$ cat src/rtl/spc_pkg.sv
// ----------------------------------------------------------------------------
// spc_pkg: shared types and constants of the sprite compositor
// Sprite entry layout, request kinds and framebuffer geometry defaults.
// ----------------------------------------------------------------------------
package spc_pkg;

    localparam int SPRITES_DEFAULT      = 12;
    localparam int COLUMN_BYTES_DEFAULT = 4;
    localparam int ROWS_DEFAULT         = 8;

    localparam int SLOT_W    = 4;
    localparam int COORD_W   = 8;
    localparam int PATTERN_W = 28;
    localparam int NIBBLE_W  = 4;
    localparam int PIXEL_W   = 8;
    localparam int INDEX_W   = 5;
    localparam int COL_W     = 2;
    localparam int ROW_W     = 3;

    // last pattern line of a sprite (six lines, 0 to 5)
    localparam logic [COORD_W-1:0] LINE_LAST = 8'd5;
    // offset from the left pixel to the right pixel of a sprite
    localparam logic [COORD_W-1:0] SPAN_END  = 8'd3;

    typedef enum logic
    {
        KIND_WRITE  = 1'b0,
        KIND_RENDER = 1'b1
    } kind_t;

    typedef enum logic
    {
        ST_IDLE,
        ST_RUN
    } state_t;

    typedef struct packed
    {
        logic [COORD_W-1:0]   x;
        logic [COORD_W-1:0]   y;
        logic [PATTERN_W-1:0] pattern;
    } sprite_t;

endpackage

$ cat src/rtl/spc_sprite_unit.sv
// ----------------------------------------------------------------------------
// spc_sprite_unit: one sprite's contribution to one framebuffer byte
// Matches the sprite against a framebuffer row and column byte and returns
// the pixels it places there, including the part spilling from a split byte.
// ----------------------------------------------------------------------------
module spc_sprite_unit
    import spc_pkg::*;
(
    input  sprite_t            sprite,
    input  logic [ROW_W-1:0]   row,
    input  logic [COL_W-1:0]   col,
    output logic [PIXEL_W-1:0] pixels
);

    logic [COORD_W-1:0] line;
    logic               hit;
    logic [NIBBLE_W-1:0] nibble;
    logic [PIXEL_W-1:0] px;
    logic [COORD_W-1:0] right_x;
    logic [INDEX_W-1:0] first_byte;
    logic [INDEX_W-1:0] second_byte;
    logic [INDEX_W-1:0] col_ext;
    logic [2:0]         spill_shift;
    logic [PIXEL_W-1:0] first_part;
    logic [PIXEL_W-1:0] second_part;

    always_comb
    begin
        line = {{(COORD_W-ROW_W){1'b0}}, row} - sprite.y;
        hit  = (line <= LINE_LAST);
    end

    always_comb
    begin
        case (line[2:0])
            3'd0:    nibble = sprite.pattern[7:4];
            3'd1:    nibble = sprite.pattern[11:8];
            3'd2:    nibble = sprite.pattern[15:12];
            3'd3:    nibble = sprite.pattern[19:16];
            3'd4:    nibble = sprite.pattern[23:20];
            3'd5:    nibble = sprite.pattern[27:24];
            default: nibble = '0;
        endcase
    end

    always_comb
    begin
        px          = {nibble, {(PIXEL_W-NIBBLE_W){1'b0}}};
        right_x     = sprite.x + SPAN_END;
        first_byte  = sprite.x[COORD_W-1:3];
        second_byte = right_x[COORD_W-1:3];
        col_ext     = {{(INDEX_W-COL_W){1'b0}}, col};
        spill_shift = 3'd0 - sprite.x[2:0];
        first_part  = px >> sprite.x[2:0];
        second_part = px << spill_shift;
        pixels      = '0;
        if (hit && (col_ext == first_byte))
        begin
            pixels = pixels | first_part;
        end
        if (hit && (col_ext == second_byte))
        begin
            pixels = pixels | second_part;
        end
    end

endmodule

$ cat src/rtl/sprite_compositor_led_matrix.sv
// ----------------------------------------------------------------------------
// sprite_compositor_led_matrix: sprite compositor for a one-bit LED matrix
// A write request stores one sprite slot. A render request streams
// ROWS * COLUMN_BYTES framebuffer bytes in ascending order, tlast on the
// final byte. Each byte is built by one shared sprite unit that visits one
// table entry per cycle, holding on the last entry while the output register
// still holds a byte not yet taken. The block takes no new request while
// rendering; writes to a slot at or above SPRITES are dropped. The table is
// cleared at reset.
// ----------------------------------------------------------------------------
module sprite_compositor_led_matrix
    import spc_pkg::*;
#(
    parameter int SPRITES      = SPRITES_DEFAULT,
    parameter int COLUMN_BYTES = COLUMN_BYTES_DEFAULT,
    parameter int ROWS         = ROWS_DEFAULT
)
(
    input  logic        clk,
    input  logic        rst_n,
    input  logic        s_tvalid,
    output logic        s_tready,
    input  logic [47:0] s_tdata,   // slot[3:0], sprite_x[7:0], sprite_y[7:0], pattern[27:0]
    input  logic        s_tuser,   // kind
    output logic        m_tvalid,
    input  logic        m_tready,
    output logic [15:0] m_tdata,   // byte_index[4:0], pixels[7:0], zero fill[2:0]
    output logic        m_tlast
);

    localparam int SPR_W = (SPRITES > 1) ? $clog2(SPRITES) : 1;

    state_t state_reg, state_next;

    sprite_t            table_reg [SPRITES];
    logic [SPR_W-1:0]   sprite_idx_reg;
    logic [INDEX_W-1:0] byte_cnt_reg;
    logic [ROW_W-1:0]   row_reg;
    logic [COL_W-1:0]   col_reg;
    logic [PIXEL_W-1:0] acc_reg;

    logic               out_valid_reg;
    logic [INDEX_W-1:0] out_index_reg;
    logic [PIXEL_W-1:0] out_pixels_reg;
    logic               out_last_reg;

    logic               in_acc;
    kind_t              in_kind;
    logic [SLOT_W-1:0]  in_slot;
    sprite_t            in_sprite;
    logic               slot_ok;
    logic               sprite_last;
    logic               out_free;
    logic               frame_last;
    logic               col_last;
    logic               step;
    logic               byte_done;
    logic [PIXEL_W-1:0] contrib;
    logic [PIXEL_W-1:0] byte_value;

    assign in_kind           = kind_t'(s_tuser);
    assign in_slot           = s_tdata[3:0];
    assign in_sprite.x       = s_tdata[11:4];
    assign in_sprite.y       = s_tdata[19:12];
    assign in_sprite.pattern = s_tdata[47:20];
    assign in_acc            = s_tvalid && s_tready;
    assign slot_ok           = ({2'b00, in_slot} < 6'(SPRITES));

    assign sprite_last = (sprite_idx_reg == SPR_W'(SPRITES - 1));
    assign out_free    = !out_valid_reg || m_tready;
    assign frame_last  = (byte_cnt_reg == INDEX_W'(ROWS * COLUMN_BYTES - 1));
    assign col_last    = (col_reg == COL_W'(COLUMN_BYTES - 1));
    assign byte_value  = acc_reg | contrib;

    spc_sprite_unit u_unit
    (
        .sprite (table_reg[sprite_idx_reg]),
        .row    (row_reg),
        .col    (col_reg),
        .pixels (contrib)
    );

    // next state
    always_comb
    begin
        state_next = state_reg;
        unique case (state_reg)
            ST_IDLE:
            begin
                if (in_acc && (in_kind == KIND_RENDER))
                begin
                    state_next = ST_RUN;
                end
            end
            ST_RUN:
            begin
                if (byte_done && frame_last)
                begin
                    state_next = ST_IDLE;
                end
            end
            default: state_next = ST_IDLE;
        endcase
    end

    // sequencer outputs
    always_comb
    begin
        s_tready  = 1'b0;
        step      = 1'b0;
        byte_done = 1'b0;
        unique case (state_reg)
            ST_IDLE:
            begin
                s_tready = 1'b1;
            end
            ST_RUN:
            begin
                // hold on the last sprite until the output register frees up
                step      = !sprite_last || out_free;
                byte_done = sprite_last && out_free;
            end
            default:
            begin
                s_tready = 1'b0;
            end
        endcase
    end

    always_ff @(posedge clk or negedge rst_n)
    begin
        if (!rst_n)
        begin
            state_reg      <= ST_IDLE;
            sprite_idx_reg <= '0;
            byte_cnt_reg   <= '0;
            row_reg        <= '0;
            col_reg        <= '0;
            acc_reg        <= '0;
            out_valid_reg  <= 1'b0;
            for (int i = 0; i < SPRITES; i++)
            begin
                table_reg[i] <= '0;
            end
        end
        else
        begin
            state_reg <= state_next;

            if (in_acc && (in_kind == KIND_WRITE) && slot_ok)
            begin
                table_reg[SPR_W'(in_slot)] <= in_sprite;
            end

            if (step)
            begin
                sprite_idx_reg <= sprite_last ? '0 : sprite_idx_reg + 1'b1;
            end

            if (byte_done)
            begin
                acc_reg <= '0;
            end
            else if (step)
            begin
                acc_reg <= byte_value;
            end

            if (byte_done)
            begin
                if (frame_last)
                begin
                    byte_cnt_reg <= '0;
                    row_reg      <= '0;
                    col_reg      <= '0;
                end
                else
                begin
                    byte_cnt_reg <= byte_cnt_reg + 1'b1;
                    col_reg      <= col_last ? '0 : col_reg + 1'b1;
                    if (col_last)
                    begin
                        row_reg <= row_reg + 1'b1;
                    end
                end
            end

            if (byte_done)
            begin
                out_valid_reg <= 1'b1;
            end
            else if (m_tready)
            begin
                out_valid_reg <= 1'b0;
            end
        end
    end

    // output payload
    always_ff @(posedge clk)
    begin
        if (byte_done)
        begin
            out_index_reg  <= byte_cnt_reg;
            out_pixels_reg <= byte_value;
            out_last_reg   <= frame_last;
        end
    end

    assign m_tvalid = out_valid_reg;
    assign m_tdata  = {3'b000, out_pixels_reg, out_index_reg};
    assign m_tlast  = out_last_reg;

endmodule
$ cat config.mk
export PLATFORM = sky130hd
export DESIGN_NAME = sprite_compositor_led_matrix
export DESIGN_NICKNAME = d
export VERILOG_FILES = /design/src/rtl/spc_pkg.sv /design/src/rtl/spc_sprite_unit.sv /design/src/rtl/sprite_compositor_led_matrix.sv
export SDC_FILE = /design/constraint.sdc
export NUM_CORES = 1
export LEC_CHECK = 0
export CORE_MARGIN = 3
export CORE_UTILIZATION = 65
export DETAILED_ROUTE_END_ITERATION = 10
export DONT_BUFFER_PORTS = 1
export HOLD_SLACK_MARGIN = 0.1
export MAX_ROUTING_LAYER = met4
export PLACE_DENSITY = 0.84
export SETUP_SLACK_MARGIN = 0.02
export SYNTH_ARGS = -nofsm -noshare
export SYNTH_HDL_FRONTEND = slang
export SYNTH_SLANG_ARGS = --single-unit
$ cat constraint.sdc
create_clock -name clk -period 9.4 [get_ports clk]
set_input_delay 0.47 -clock clk [delete_from_list [all_inputs] [get_ports clk]]
set_output_delay 0.47 -clock clk [all_outputs]
set_load 0.05 [all_outputs]
# After elaboration in Yosys (flattened, before gate mapping)
# Cells that the tools add are included.
[word_totals]
register_bits = 566
in_bits = 53
output_inout_bits = 19
word_cells = 119
[op_classes]
n_addsub = 7
n_lt_le_gt_ge = 5
eq_ne = 10
shift = 2
mux = 25
bitwise = 6
reduce_logical = 18
[op_table]
columns = ["operator", "n"]
rows = [
  ["528-bit bitwise mux", 1],
  ["44-bit binary-select mux with 4-bit select", 1],
  ["44-bit demux with 4-bit select", 1],
  ["44-bit two-way mux", 3],
  ["8-bit two-way mux", 4],
  ["4-bit case mux with 6 select lines", 1],
  ["8-bit bitwise OR", 2],
  ["2-bit by 5-bit == test with 1-bit output", 2],
  ["5-bit greater-or-equal comparator, second input constant", 2],
  ["4-bit NOT with 5-bit output", 2],
  ["1-bit logical AND", 9],
  ["8-bit by 2-bit adder with 8-bit output, second input constant", 1],
  ["8-bit by 3-bit less-or-equal comparator with 1-bit output, second input constant", 1],
  ["8-bit by 3-bit << shifter with 8-bit output", 1],
  ["8-bit by 3-bit >> shifter with 8-bit output", 1],
  ["3-bit by 8-bit subtractor with 8-bit output", 1],
  ["1-bit two-way mux", 7],
  ["3-bit by 2-bit == test with 1-bit output, second input constant", 2],
  ["3-bit == test, second input constant", 2],
  ["3-bit two-way mux", 2],
  ["2-bit nonzero test", 3],
  ["5-bit by 1-bit adder with 5-bit output, second input constant", 1],
  ["5-bit == test, second input constant", 1],
  ["5-bit by 1-bit less-than comparator with 1-bit output, second input constant", 1],
  ["17 further kinds", 21],
]

# Logic depth before layout (Yosys ltp)
# Gate-level depths: netlist of the first run.
[logic_depth]
depth_word = 14
depth_mapped = 22
depth_no_buf = 14

# Cells and area by module
# Synthesis of the first run repeated with hierarchy kept, for this count alone.
[hier_totals]
hier_cells = 1809
hier_area_um2 = 26295.2
[modules_own_cells]
columns = ["module", "instances", "cells_per_inst", "area_each_um2", "seq_area_each_um2"]
rows = [
  ["sprite_compositor_led_matrix", 1, 1713, 25540.7, 14233.7],
  ["spc_sprite_unit", 1, 96, 754.5, 0.0],
]

# Worst setup path before layout of the first run
# Ideal clock, no wire load.
[synth_path]
path_type = "reg-to-reg"
start = "reg sprite_idx_reg[0]"
end = "reg acc_reg[7]"
setup_time_ns = 0.087
arrival_ns = 5.034
t_required_ns = 9.313
path_slack_ns = 4.279
stages_incl_launch_ff = 22
path_buffers = 7
period_less_slack_ns = 5.121
cell_sequence = "dfrtp_1 buf_6 buf_8 buf_12 buf_8 buf_2 buf_1 mux4_2 mux2i_1 o21ai_0 ha_1 inv_1 fa_1 clkbuf_1 nor3_1 nand3_1 o211a_1 o2111ai_1 nor2_1 mux4_2 nand2b_1 o221ai_2"
[synth_via]
elab_chain_len = 14
elab_cells_between_ends = 34
classes_between = "add/sub: 3; order compare: 1; eq/ne: 8; shift: 2; mux: 10; bitwise: 3; reduce/logical: 7"
[synth_rtl]
columns = ["element", "line", "text"]
rows = [
  ["from (decl)", "sprite_compositor_led_matrix.sv:36", "logic [SPR_W-1:0] sprite_idx_reg;"],
  ["from (signal assigned)", "sprite_compositor_led_matrix.sv:157", "sprite_idx_reg <= sprite_last ? '0 : sprite_idx_reg + 1'b1;"],
  ["4-bit NOT with 5-bit output (implied by the code)", "sprite_compositor_led_matrix.sv:77", ".sprite (table_reg[sprite_idx_reg]),"],
  ["44-bit binary-select mux with 4-bit select", "sprite_compositor_led_matrix.sv:77", ""],
  ["44-bit two-way mux (implied by the code) (2 in a row)", "sprite_compositor_led_matrix.sv:77", ""],
  ["3-bit by 8-bit subtractor with 8-bit output", "spc_sprite_unit.sv:29", "line = {{(COORD_W-ROW_W){1'b0}}, row} - sprite.y;"],
  ["3-bit == test (tied with other cells)", "spc_sprite_unit.sv:35", "case (line[2:0])"],
  ["4-bit case mux with 6 select lines", "spc_sprite_unit.sv:35", ""],
  ["8-bit by 3-bit >> shifter with 8-bit output", "spc_sprite_unit.sv:54", "first_part = px >> sprite.x[2:0];"],
  ["8-bit two-way mux", "spc_sprite_unit.sv:57", "if (hit && (col_ext == first_byte))"],
  ["8-bit bitwise OR", "spc_sprite_unit.sv:63", "pixels = pixels | second_part;"],
  ["8-bit two-way mux", "spc_sprite_unit.sv:61", "if (hit && (col_ext == second_byte))"],
  ["8-bit bitwise OR", "sprite_compositor_led_matrix.sv:73", "assign byte_value = acc_reg | contrib;"],
  ["8-bit two-way mux", "sprite_compositor_led_matrix.sv:164", "else if (step)"],
  ["8-bit two-way mux", "sprite_compositor_led_matrix.sv:160", "if (byte_done)"],
  ["to (signal assigned)", "sprite_compositor_led_matrix.sv:166", "acc_reg <= byte_value;"],
  ["to (decl)", "sprite_compositor_led_matrix.sv:40", "logic [PIXEL_W-1:0] acc_reg;"],
]
# Parallel ways exist; a longest one is shown, timed or not. The select of a mux whose other input is x is not followed.
# A chain may end at the register's enable or synchronous reset.

# Final worst setup path of the first run
[layout_path]
start = "reg sprite_idx_reg[1]"
end = "reg out_pixels_reg[2], data pin"
[layout_via]
elab_chain_len = 12
elab_cells_between_ends = 25
classes_between = "add/sub: 3; order compare: 1; eq/ne: 7; shift: 2; mux: 6; bitwise: 3; reduce/logical: 3"
[layout_rtl]
columns = ["element", "line", "text"]
rows = [
  ["4-bit NOT with 5-bit output (implied by the code) (*)", "sprite_compositor_led_matrix.sv:77", ""],
  ["44-bit binary-select mux with 4-bit select (*)", "sprite_compositor_led_matrix.sv:77", ""],
  ["44-bit two-way mux (implied by the code) (*) (2 in a row)", "sprite_compositor_led_matrix.sv:77", ""],
  ["3-bit by 8-bit subtractor with 8-bit output", "spc_sprite_unit.sv:29", ""],
  ["3-bit == test (tied with other cells)", "spc_sprite_unit.sv:35", ""],
  ["4-bit case mux with 6 select lines", "spc_sprite_unit.sv:35", ""],
  ["8-bit by 3-bit >> shifter with 8-bit output", "spc_sprite_unit.sv:54", ""],
  ["8-bit two-way mux", "spc_sprite_unit.sv:57", ""],
  ["8-bit bitwise OR", "spc_sprite_unit.sv:63", ""],
  ["8-bit two-way mux (*)", "spc_sprite_unit.sv:61", ""],
  ["8-bit bitwise OR (*)", "sprite_compositor_led_matrix.sv:73", ""],
  ["net byte_value[2]", "sprite_compositor_led_matrix.sv:59", "logic [PIXEL_W-1:0] byte_value;"],
  ["to (signal assigned)", "sprite_compositor_led_matrix.sv:205", "out_pixels_reg <= byte_value;"],
  ["to (decl)", "sprite_compositor_led_matrix.sv:44", "logic [PIXEL_W-1:0] out_pixels_reg;"],
]
# The timed path passes the listed nets; every way through them passes the cells marked *. The select of a mux whose other input is x is not followed.

==> out/metrics.csv, run 1 <==
stage,metric,value,unit
status,outcome,"finished, violations left",
status,violations,"hold timing, slew limit",
global_route,first_global_vias,14790,
power_and_ir_drop,p_leak,12.77,nW
sta,rsz0062_at_grt,false,
die,pin_count,72,
sta,slew_violations,394,
clock_tree,cts-root-buf,clkbuf_16,
sta,fin_crit_sh,63.24,%
yosys,synthArstFlopShare,97.30,%
die,core_area,36790,um2
clock_tree,clk-insertion-delay-late,0.58,ns
die,rows,70,
global_route,grt-ovfl-total,0,
clock_tree,cts_made_buffers,50,
sta,timing.hold.ws,-0.3945,ns
min_path,min_path_type,input port to asynchronous set/reset pin,
setup_path,arrival,6.27,ns
detailed_routing,ant_nets,0,
setup_path,cp-end-kind,flip-flop,
finish,area_growth,8.764,%
yosys,netlist_instances,1651,
setup_path,crit_required,9.73,ns
detailed_routing,drtPass1Iterations,6,
detailed_routing,viasPerCell,6.640,
clock_tree,post_cts_buffers,0,
clock_tree,cts.sinks,518,
finish,final_cells,2139,
sta,max_slew.worst_pin.slew,1.917,ns
yosys,syn_area_per_cell,14.75,um2
yosys,synth_top_area_share,51.78,%
setup_path,reg2reg_setup_slack,3.46,ns
yosys,seq_area_frac_synth,53.51,%
place,dp_cells,2004,
clock_tree,cts.repair.resized,0,
global_route,grt_usage,28.46,%
clock_tree,cts_hold_repair.buffers,42,
finish,largest_reg_flops,480,
place,dpl_cell_area,24450,um2
sta,slew_headroom,-27.77,%
setup_path,r2r_start,sprite_idx_reg[1],
sta,setup_viol,0,
yosys,synthMostInstantiatedCell,dfrtp_1,
job,cap_violations,0,
die,initial_core_util,66.21,%
clock_tree,h-tree-depth,2,
finish,nFillCells,2296,
detailed_routing,drt_iter0_drc,1249,
detailed_routing,avgRoutedWirePerCell,25.35,um
setup_path,path_class,flip-flop to flip-flop,
yosys,synth_edf_count,14,
yosys,yosysWarningCount,0,
global_route,antenna_found_initial,2,
global_route,grt_pass1_wl,84080,um
yosys,synth_area,24360,um2
power_and_ir_drop,power,5.697,mW
sta,finalClockSkew,0.01061,ns
die,dieArea,39830,um2
sta,finalHoldViolations,239,
sta,finalCriticalPeriod,5.945,ns
global_route,grt_max_degree,505,
detailed_routing,drc,0,
finish,nets,1693,
sta,tns,0,ns
die,die_w,199.6,um
yosys,ys_ff_latch,518,
yosys,synthTopCellsByCount,"dfrtp_1 (504), mux2_2 (491), clkbuf_1 (88)",
yosys,synth.largest_area_cell,dfrtp_1,
finish,final_cell_area,26490,um2
setup_path,r2r_cells,15,
setup_path,r2r_end,out_pixels_reg[2],
clock_tree,clockBufferDepth,3,
place,dp_hpwl,30690,um
setup_path,start_kind,flip-flop,
power_and_ir_drop,ir_drop,0.2119,mV
yosys,synth_area_leaders,"dfrtp_1 (52%), mux2_2 (23%), mux4_2 (7.5%), mux4_1 (2.3%), edfxtp_1 (1.7%)",
die,chipHeight,199.6,um
yosys,ys_types,87,
power_and_ir_drop,p_per_area,215.0,nW/um2
place,port_buffers,0,
setup_path,cp_max_fo,46,
detailed_routing,dr_total_vias,14200,
yosys,synth_flop_cell,dfrtp_1,
detailed_routing,drt-total-wl,54230,um
clock_tree,cts_tree,yes,
clock_tree,clk_pin_slew,0.06,ns
place,place.gp.congestion,0.9090,
sta,fmax,168.2,MHz
finish,drive_gt1_share,42.12,%
[worst max-delay path by stage]
stage                              endpoint  cells after the start         startpoint  slack [ns]
after floorplan                  acc_reg[7]                     21  sprite_idx_reg[0]        4.28
after global placement    out_pixels_reg[2]                     15  sprite_idx_reg[1]        3.68
after detailed placement  out_pixels_reg[2]                     15  sprite_idx_reg[1]        3.65
after CTS                 out_pixels_reg[2]                     15  sprite_idx_reg[1]        3.60
after global routing      out_pixels_reg[2]                     15  sprite_idx_reg[1]        3.22
final                     out_pixels_reg[2]                     15  sprite_idx_reg[1]        3.46
[final cells by class]
cell class	instances	area, um2	area share (%)
Clock inverter	11	91.34	0.3448
Timing Repair Buffer	64	598.1	2.258
Clock buffer	80	1525	5.758
Tap cell	468	585.6	2.210
Inverter	14	52.55	0.1984
Sequential cell	518	13040	49.23
Multi-Input combinational cell	982	10590	39.98
Antenna cell	2	5.005	0.01889
[cell usage in the layout, fill, tap and decap left out, types with 16 or more instances in the layout]
cell type / n
mux4_1: 21
o21ai_0: 27
a21oi_1: 22
mux2_2: 491
buf_4: 21
mux4_2: 81
dlygate4sd3_1: 42
clkbuf_16: 51
nand3_1: 16
nand2_1: 60
nor2_1: 27
mux2i_1: 40
dfrtp_1: 501
[routing by layer]
metal | share of wire (%) | wire, um | track usage, % | vias up
met5 | 0 | 0 | - | -
met4 | 2.2 | 1192 | 6.927 | 0
met3 | 5.5 | 2993 | 5.530 | 85
met2 | 50 | 27250 | 46.28 | 373
met1 | 42 | 22790 | 37.76 | 7648
li1 | - | - | - | 6098
[stage by stage]
stage / setup slack [ns] / hold slack [ns] / utilization (%)
after global placement: 3.680 / 0.1973 / 66.46
after detailed placement: 3.646 / 0.1955 / 66.46
final: 3.455 / -0.3945 / 72.01
after global routing: 3.223 / -0.4126 / 72.01
after CTS: 3.603 / -0.4201 / 72.00
after floorplan: 4.279 / 0.1744 / -
[critical path, cell delays in order (launching register included)]
cell	delay, ns
dfrtp_4	0.77
buf_4	0.64
mux4_2	0.33
nand2_1	0.05
a21oi_1	0.19
a21oi_1	0.12
fa_1	0.51
xor2_1	0.20
buf_4	0.21
a2111oi_0	0.57
a31oi_1	0.08
a311o_1	0.36
nor3_1	0.82
o22ai_1	0.33
a22oi_1	0.35
o21bai_1	0.10
[power by group]
| part | leakage, nW | internal [mW] | switching [mW] |
|---|---|---|---|
| logic | 4.90 | 0.505 | 0.712 |
| registers | 7.08 | 2.34 | 0.174 |
| clock network | 0.789 | 1.14 | 0.827 |
| total | 12.8 | 3.98 | 1.71 |
[kinds of logic (layout without fill, tap and decap cells)]
family	after synthesis	after routing	synth area share (%)
compound gates	128	128	3.863
xor+xnor	6	6	0.2158
fa+ha+maj	10	10	0.5446
buf+inv	153	169	3.303
flops	518	518	53.51
mux	635	635	34.25
other cells	1	5	0.01540
simple gates	200	200	4.300
Note: power is estimated with default switching activity, not from simulation.
==> run 2, diff against run 1 <==
CORE_UTILIZATION = 64   (was 65)
PLACE_DENSITY = 0.83   (was 0.84)
clock period = 5.94 ns   (was 9.4 ns; I/O delays follow)
==> out/metrics.csv, run 2 (synthesis gave the netlist of run 1 again) <==
stage,metric,value,unit,change
detailed_routing,drtPass1Iterations,5,,-1
clock_tree,cts_hold_repair.buffers,43,,+2.4%
finish,final_cell_area,26740,um2,+0.93%
detailed_routing,ant_nets,0,,unchanged
setup_path,cp-end-kind,flip-flop,,
clock_tree,cts_tree,yes,,
die,pin_count,72,,unchanged
clock_tree,clk_pin_slew,0.06,ns,about the same
sta,slew_violations,0,,-100%
die,initial_core_util,65.74,%,-0.47 points
sta,fin_ws,0.7695,ns,-2.686 ns
clock_tree,clockBufferDepth,3,,unchanged
finish,area_growth,9.771,%,
finish,multi_input_area,10590,um2,unchanged
setup_path,crit_required,6.27,ns,-3.46 ns
setup_path,start_kind,flip-flop,,
sta,finalHoldViolations,504,,+110%
place,dpl_cell_area,24530,um2,+0.32%
finish,drive_gt1_share,42.87,%,+0.75 points
power_and_ir_drop,ir_drop,0.2737,mV,+29%
place,port_buffers,0,,unchanged
die,chipHeight,201.1,um,+0.75%
detailed_routing,dr_total_vias,14380,,+1.2%
place,dp_hpwl,32620,um,+6.3%
clock_tree,cts.sinks,518,,unchanged
detailed_routing,avgRoutedWirePerCell,25.35,um,about the same
clock_tree,cts_made_buffers,51,,+2.0%
place,pre_cts_ws,0.8881,ns,-2.758 ns
finish,post-route-util,72.16,%,+0.15 points
die,core_area,37050,um2,+0.71%
global_route,antenna_found_initial,2,,unchanged
finish,layout_commonest_cell,dfrtp_1,,
job,cap_violations,0,,unchanged
finish,nFillCells,2257,,-1.7%
finish,final_cell_mix,"dfrtp_1 (501), mux2_2 (491), mux4_2 (81)",,
die,rows,70,,unchanged
clock_tree,cts.repair.resized,0,,unchanged
detailed_routing,drc,0,,unchanged
global_route,first_global_vias,15230,,+3.0%
detailed_routing,drt_iter0_drc,1162,,-7.0%
global_route,grt_pass1_wl,88910,um,+5.8%
place,place.gp.congestion,0.9135,,+0.50%
sta,finalCriticalPeriod,5.171,ns,-0.7741 ns
sta,fin_crit_sh,87.05,%,+24 points
global_route,grt-ovfl-total,0,,unchanged
power_and_ir_drop,p_per_area,348.6,nW/um2,+62%
sta,slew_headroom,19.66,%,+47 points
sta,tns,0,ns,unchanged
finish,nets,1701,,+0.47%
global_route,grt_max_degree,505,,unchanged
status,outcome,"finished, violations left",,
sta,rsz0062_at_grt,false,,
finish,largest_reg_flops,480,,unchanged
power_and_ir_drop,p_leak,12.90,nW,+0.97%
setup_path,cp_max_fo,26,,-43%
clock_tree,clk-insertion-delay-late,0.59,ns,about the same
status,violations,hold timing,,
die,die_w,201.1,um,+0.75%
sta,max_slew.worst_pin.slew,1.203,ns,-0.7139 ns
detailed_routing,drt-total-wl,55340,um,+2.0%
min_path,min_path_type,input port to asynchronous set/reset pin,,
clock_tree,h-tree-depth,2,,unchanged
clock_tree,post_cts_buffers,0,,unchanged
sta,timing.hold.ws,-0.5777,ns,-0.1832 ns
setup_path,arrival,5.50,ns,-0.77 ns
clock_tree,cts-root-buf,clkbuf_16,,
sta,fmax,193.4,MHz,+15%
detailed_routing,viasPerCell,6.588,,-0.79%
setup_path,path_class,flip-flop to flip-flop,,
global_route,grt_usage,28.97,%,+0.51 points
finish,ff_latch_area,13040,um2,unchanged
sta,setup_viol,0,,unchanged
sta,finalClockSkew,0.01245,ns,+0.001844 ns
die,dieArea,40430,um2,+1.5%
==> run 2: cell types whose count changed in the layout (fill, tap and decap cells not counted), moves of 4 or more <==
cell	previous run	this run
buf_4	21	28
clkinv_2	6	10
bufinv_16	1	6
clkbuf_1	15	6
==> run 2: cell type report <==
cell class,instances,area share [%]
clock buffer,69,5.518
sequential,518,48.78
timing repair buffer,71,2.396
antenna,2,0.01872
multi-input combinational,982,39.62
clock inverter,23,1.118
inverter,14,0.1966
tap,504,2.359
==> run 2: final timing paths <==
path	slack [ns]	from	endpoint	cells past startpoint
worst max-delay path	0.77	sprite_idx_reg[1]	out_pixels_reg[1]	15
worst min register to register	0.48	acc_reg[2]	acc_reg[2]	2
worst max register to register	0.77	sprite_idx_reg[1]	out_pixels_reg[1]	15
worst min-delay path	-0.58	rst_n	table_reg[458]	0
min in group clk	0.33	s_tdata[0]	table_reg[409]	3
max in group asynchronous	5.54	rst_n	sprite_idx_reg[2]	0
==> run 2: metal layers <==
layer | vias to the layer above | part of all wire, % | track usage [%]
met1 | 7717 | 42 | 38.42
li1 | 6143 | - | -
met5 | - | 0 | -
met4 | 0 | 2.6 | 8.532
met2 | 422 | 50 | 46.74
met3 | 99 | 5.5 | 5.043
==> run 2: power breakdown <==
part	total (mW)	internal [mW]	switching (mW)
combinational	2.02	0.807	1.21
sequential	3.92	3.71	0.213
clock	3.38	2.01	1.37
total	9.32	6.52	2.80
==> run 2: worst max-delay path, stage by stage (launching register included) <==
cell and delay [ns]:
dfrtp_4 0.70, mux4_2 0.31, mux2i_1 0.08, o21ai_0 0.21, ha_1 0.21, inv_1 0.06
fa_1 0.51, xnor2_2 0.67, buf_4 0.29, mux4_2 0.30, a32o_1 0.27, nor3_1 0.42
buf_4 0.23, o22ai_1 0.11, o21ai_0 0.41, o21bai_1 0.11
==> run 2: metrics by stage <==
stage          std cells  power, mW
2_1_floorplan       1653      5.588
5_1_grt             2183      9.686
3_5_place_dp        2046      5.918
4_1_cts             2181      9.358
6_report            2183      9.319
3_3_place_gp        2046      5.883
